$ cat config.mk
export PLATFORM = sky130hd
export DESIGN_NAME = afk_cordic_cell
export DESIGN_NICKNAME = d
export VERILOG_FILES = /design/src/sv/arm_forward_kinematics_assert.svh /design/src/sv/afk_pkg.sv /design/src/sv/afk_cordic_cell.sv
export SDC_FILE = /design/constraint.sdc
export NUM_CORES = 1
export LEC_CHECK = 0
export ABC_AREA = 1
export BUFFER_PORTS_ARGS = -buffer_cell sky130_fd_sc_hd__buf_2
export CORE_UTILIZATION = 40
export CTS_CLUSTER_DIAMETER = 60
export DETAILED_ROUTE_END_ITERATION = 10
export GPL_TIMING_DRIVEN = 0
export SLEW_MARGIN = 20
export SYNTH_ARGS = -nofsm -noshare
export SYNTH_HDL_FRONTEND = slang
export SYNTH_SLANG_ARGS = --single-unit
$ cat constraint.sdc
create_clock -name i_clk -period 4.9 [get_ports i_clk]
set_clock_uncertainty 0.05 [all_clocks]
set_input_delay 0.735 -clock i_clk [delete_from_list [all_inputs] [get_ports i_clk]]
set_output_delay 0.735 -clock i_clk [all_outputs]
set_load 0.005 [all_outputs]
$ cat src/sv/arm_forward_kinematics_assert.svh
// Assertion helpers for the arm kinematics RTL.
`ifndef ARM_FORWARD_KINEMATICS_ASSERT_SVH
`define ARM_FORWARD_KINEMATICS_ASSERT_SVH

`define AFK_ASSERT_IMP(lbl, ant, con) \
    lbl: assert property (@(posedge i_clk) disable iff (!i_rst_n) (ant) |-> (con)) \
        else $error("assertion failed");

`define AFK_ASSERT_NEXT(lbl, ant, con) \
    lbl: assert property (@(posedge i_clk) disable iff (!i_rst_n) (ant) |=> (con)) \
        else $error("assertion failed");

`endif

$ cat src/sv/afk_pkg.sv
`timescale 1ns / 1ps
package afk_pkg;

    localparam int CORDIC_STAGES_DEF = 16;
    localparam int TURN              = 46080;
    localparam int HALF_TURN         = 23040;
    localparam int QUARTER_TURN      = 11520;
    localparam logic signed [31:0] INV_GAIN_Q30 = 32'sd652032874;

    localparam logic [2:0] REG_MODE   = 3'd0;
    localparam logic [2:0] REG_LINK1  = 3'd1;
    localparam logic [2:0] REG_LINK2  = 3'd2;
    localparam logic [2:0] REG_LINK3  = 3'd3;
    localparam logic [2:0] REG_X_OFFS = 3'd4;
    localparam logic [2:0] REG_Z_OFFS = 3'd5;

    typedef struct packed {
        logic               valid;
        logic [1:0]         idx;
        logic               neg;
        logic signed [15:0] pitch;
    } t_side;

    typedef struct packed {
        logic signed [31:0] x;
        logic signed [31:0] y;
        logic signed [28:0] z;
    } t_cord;

    typedef struct packed {
        logic               mode;
        logic [15:0]        len1;
        logic [15:0]        len2;
        logic [15:0]        len3;
        logic signed [15:0] x_offs;
        logic signed [15:0] z_offs;
    } t_cfg;

    function automatic logic signed [28:0] atan_val(input int i);
        logic signed [28:0] v;
        case (i)
            0:       v = 29'sd47185920;
            1:       v = 29'sd27855475;
            2:       v = 29'sd14718068;
            3:       v = 29'sd7471121;
            4:       v = 29'sd3750058;
            5:       v = 29'sd1876857;
            6:       v = 29'sd938658;
            7:       v = 29'sd469357;
            8:       v = 29'sd234682;
            9:       v = 29'sd117342;
            10:      v = 29'sd58671;
            11:      v = 29'sd29335;
            12:      v = 29'sd14668;
            13:      v = 29'sd7334;
            14:      v = 29'sd3667;
            15:      v = 29'sd1833;
            16:      v = 29'sd917;
            17:      v = 29'sd458;
            18:      v = 29'sd229;
            19:      v = 29'sd115;
            20:      v = 29'sd57;
            21:      v = 29'sd29;
            22:      v = 29'sd14;
            23:      v = 29'sd7;
            default: v = '0;
        endcase
        return v;
    endfunction

    function automatic logic signed [15:0] wrap_angle(input logic signed [18:0] a);
        logic signed [20:0] t;
        logic signed [20:0] c;
        logic signed [20:0] r;
        t = 21'(a) + 21'(HALF_TURN);
        r = t;
        for (int k = -4; k <= 4; k++) begin
            c = t - 21'(k * TURN);
            if (c >= 0 && c < 21'(TURN)) begin
                r = c;
            end
        end
        return 16'(r - 21'(HALF_TURN));
    endfunction

    function automatic logic signed [18:0] sat19(input logic signed [23:0] v);
        logic signed [18:0] r;
        if (v < -24'sd262144) begin
            r = -19'sd262144;
        end else if (v > 24'sd262143) begin
            r = 19'sd262143;
        end else begin
            r = 19'(v);
        end
        return r;
    endfunction

    function automatic logic signed [15:0] sat16(input logic signed [17:0] v);
        logic signed [15:0] r;
        if (v < -18'sd32768) begin
            r = -16'sd32768;
        end else if (v > 18'sd32767) begin
            r = 16'sd32767;
        end else begin
            r = 16'(v);
        end
        return r;
    endfunction

endpackage

$ cat src/sv/afk_cordic_cell.sv
`timescale 1ns / 1ps
module afk_cordic_cell #(
    parameter int STAGE = 0
) (
    input  logic          i_clk,
    input  logic          i_rst_n,
    input  afk_pkg::t_side i_side,
    input  afk_pkg::t_cord i_cord,
    output afk_pkg::t_side o_side,
    output afk_pkg::t_cord o_cord
);
    import afk_pkg::*;

    localparam logic signed [28:0] ATAN = atan_val(STAGE);

    t_cord n_cord;
    t_cord r_cord;
    t_side r_side;

    always_comb begin
        n_cord = i_cord;
        if (i_cord.z >= 0) begin
            n_cord.x = i_cord.x - (i_cord.y >>> STAGE);
            n_cord.y = i_cord.y + (i_cord.x >>> STAGE);
            n_cord.z = i_cord.z - ATAN;
        end else begin
            n_cord.x = i_cord.x + (i_cord.y >>> STAGE);
            n_cord.y = i_cord.y - (i_cord.x >>> STAGE);
            n_cord.z = i_cord.z + ATAN;
        end
    end

    always_ff @(posedge i_clk) begin
        if (!i_rst_n) begin
            r_side.valid <= 1'b0;
        end else begin
            r_side.valid <= i_side.valid;
        end
        r_side.idx   <= i_side.idx;
        r_side.neg   <= i_side.neg;
        r_side.pitch <= i_side.pitch;
        r_cord       <= n_cord;
    end

    assign o_side = r_side;
    assign o_cord = r_cord;

endmodule

# [Word-level counts from Yosys, hierarchy flattened]
# Cells that the tools add are included.
[op_classes] n_lt_le_gt_ge=1 addsub=5 n_mux=1
[op_table] cell="2-to-1 mux 93 bit" count=1
[op_table] cell="subtractor 32 bit" count=2
[op_table] cell="adder 32 bit" count=1
[op_table] cell="adder 29 x 27 -> 29 bit, second input constant" count=1
[op_table] cell="greater-or-equal comparator 29 x 1 -> 1 bit, second input constant" count=1
[op_table] cell="subtractor 29 x 27 -> 29 bit, second input constant" count=1
[totals] elab_cells=14 out_inout_bits=113 register_bits=113 input_bits=115

# [Depth between registers and ports, before layout]
[logic_depth] ltp_word=2 ltp_mapped=16 ltp_nobuf=15

# [Worst setup path before layout]
# OpenSTA, ideal clock, no wires.
[synth_path] kind="input -> register" startpoint="in i_cord[28] (netlist name)" endpoint="reg r_cord (netlist bit o_cord[27])" required_time_ps=4738 setup_time_ps=112 cell_stages=13 slack_ps=2274 arrival_ps=2464 path_buffers=3 path_cell_list="clkbuf_1 inv_1 clkbuf_1 buf_2 ha_1 a21oi_1 inv_1 a31oi_1 nor2_1 o21ai_0 nand2_1 nand2_1 nand2_1"
[synth_rtl] item="from (decl)" line_no="afk_cordic_cell.sv:8" text="input afk_pkg::t_cord i_cord,"
[synth_rtl] item="to (signal assigned)" line_no="afk_cordic_cell.sv:42" text="r_cord <= n_cord;"
[synth_rtl] item="to (decl)" line_no="afk_cordic_cell.sv:17" text="t_cord r_cord;"

==> summary.md <==
| Metric | Value |
|---|---|
| Run status | `complete, no violations` |
| Initial Util | `40.58%` |
| CP Class | `input port to flip-flop` |
| Dpl hpwl | `30,080 µm` |
| Hold Buf Count CTS | `0` |
| Maximum root-to-sink buffer count | `2` |
| Row cnt | `between 50 and 60` |
| Flops & latches, synth | `112` |
| Met3 Resource Use GR | `4.180%` |
| Core box area | `between 20,000 and 25,000 µm²` |
| Initial antenna violation count | `0` |
| Synthesized cell area | `9839 µm²` |
| TritonCTS Sinks | `112` |
| First-pass DRT Iterations | `5` |
| Post-synth top area share | `22.79%` |
| Worst setup EP type | `flip-flop` |
| Vias | `10,931` |
| Crit path DAT | `3410 ps` |
| Multi-input gate area | `6241 µm²` |
| Area delta synth->final | `18.72%` |
| Remaining antenna violation count | `0` |
| Sequential area share after synthesis | `between 20% and 30%` |
| Final hold viol count | `0` |
| Reg area | `roughly 2200 µm²` |
| Hold WC Path Type | `input port to flip-flop` |
| Ys Warns | `0` |
| Area contributors post-synth | `dfxtp_1 (23%), nand2_1 (21%), ha_1 (14%)` |
| Htree depth | `3` |
| Most Crowded Layer GR | `met2` |
| Post-CTS setup buffer count | `0` |
| Power density over the cells | `258.1 nW/µm²` |
| First-pass GRT wire length | `54,710 µm` |
| Critical path launch point type | `input port` |
| Root Driver | `clkbuf_16` |
| RSZ-0062 raised after global routing | `false` |
| CTS clk-pin slew, worst paths | `80 ps` |
| Area leader, netlist | `dfxtp_1` |
| Drt via density | `between 4 and 5` |
| Max-cap viol count | `0` |
| Share of layout cells above drive strength 1 | `15.34%` |
| Final-report max-slew violation count | `0` |
| Crit Path Max Fanout | `13` |
| Io pins | `228` |
| DRT iter0 DRCs | `between 900 and 1,000` |
| Ant diodes | `0` |
| Worst slew pin tran | `989.0 ps` |
| Largest net degree at the start of global routing | `22` |
| Asr flop ratio synth | `0%` |
| Die X | `approximately 160 µm` |
| Final Util | `48.17%` |
| Top FF cell, synth | `dfxtp_1` |
| GP Congestion | `0.9480` |
| Synthesized netlist cell count | `between 1,500 and 2,000` |
| Finish-stage setup viols | `0` |
| Cts repair resizes | `0` |
| EDFF count, synth | `0` |
| Met1 Use GR | `37.86%` |
| Slew HR | `34.07%` |
| Max Freq | `313.4 MHz` |
| CTS buffer count | `9` |
| Critical path data required time | `5120 ps` |
| Avg WL per Cell | `16.19 µm` |
| Final Cycle Share | `between 60 and 70%` |
| DRC | `0` |
| Final WL | `35,740 µm` |
| Final nets | `2,108` |
| Syn_nets | `approximately 1,900` |
| GR Util All Layers | `28.19%` |
| Port bufs | `227` |
| Die area | `25,230 µm²` |
| Grt total ovfl | `0` |
| Maximum vdd drop | `0.0001494 V` |
| Number of global-route vias before repair | `10,167` |
| Setup_tns | `0 ps` |
| # fillers | `2,629` |
| Post-synthesis average cell area | `approximately 6.0 µm²` |
| Fin crit period | `3190 ps` |
| Leak Pwr | `between 6 and 7 nW` |
| CTS tree | `yes` |
| Met2 Track Usage GR | `between 40 and 50%` |
| Distinct cells, synth | `36` |
| Die Y | `158.8 µm` |
==> power by group <==
part	total, W	switching (W)	internal [W]
clock	0.000781	0.000418	0.000363
combinational	0.00117	0.000762	0.000408
sequential	0.00106	0.0000279	0.00104
==> worst max-delay path: stages <==
cell	delay, ps
buf_2	140
clkbuf_1	150
inv_1	100
clkbuf_1	480
buf_2	490
ha_1	360
a21oi_1	150
inv_1	60
a31oi_1	230
nor2_1	60
o21ai_0	250
nand2_1	80
nand2_1	60
nand2_1	50
==> worst paths after layout <==
check        from          to  slack (ps)  depth (start not counted)
max    i_cord[28]  o_cord[27]        1710                         14
min     i_side[7]   o_side[7]         410                          1
==> registers in the layout, summed over array words and instances, names as in the netlist <==
register	flops
o_side	20
o_cord	92
==> through the flow <==
step	total power (W)	setup slack (ps)	std cells	cell area [µm²]	hold slack (ps)
floorplan	0.001785	2274	1641	9839	712.7
global placement	0.002232	1342	2192	11380	787.5
detailed placement	0.002240	1261	2192	11380	788.6
CTS	0.003024	1645	2208	11680	400.9
global route	0.003219	1532	2208	11680	396.0
finish	0.003015	1710	2208	11680	409.1
==> synth_stat cells (6+ instances only) <==
cell type    n
dfxtp_1    112
buf_2       22
clkbuf_1     6
nor2_1     126
and2_1       6
o21bai_1    19
a21oi_1     85
nor3_1       8
ha_1       110
inv_1      300
nand2_1    550
nand4_1     18
o22ai_1      6
nand3_1    142
o21ai_0     59
buf_4        8
xor2_1      30
==> per-layer routing <==
metal / share of wire [%] / wire length, µm / vias up
met4: 2.0 / 704 / 0
met1: 47 / 16630 / 4967
li1: - / - / 5514
met5: 0 / 0 / -
met3: 6.2 / 2210 / 40
met2: 45 / 16200 / 410
==> cells by family after synthesis <==
| family | after synthesis | share of synthesized area [%] |
|---|---|---|
| flops | 112 | 22.79 |
| xor+xnor | 31 | 2.759 |
| compound gates | 179 | 9.880 |
| simple gates | 862 | 35.99 |
| buf+inv | 343 | 13.78 |
| fa+ha+maj | 114 | 14.80 |
==> area by class of cell <==
cell class                 count  share of cell area, %
multi-input combinational   1186                  53.43
sequential                   112                  19.19
timing repair buffer         227                  9.726
inverter                     301                  9.672
tap                          324                  3.470
buffer                        42                  1.939
clock buffer                   9                  1.928
clock inverter                 7                 0.6427
==> placed cells by master, fill, tap and decap left out, types with 4 or more instances in the layout <==
master	instances
nand2_1	550
inv_1	300
buf_2	249
nand3_1	142
nor2_1	126
dfxtp_1	112
ha_1	110
a21oi_1	85
o21ai_0	59
xor2_1	30
o21bai_1	19
nand4_1	18
clkbuf_16	9
nor3_1	8
buf_4	8
clkbuf_1	6
and2_1	6
o22ai_1	6
fa_1	4
(Power assumes the default switching activity.)
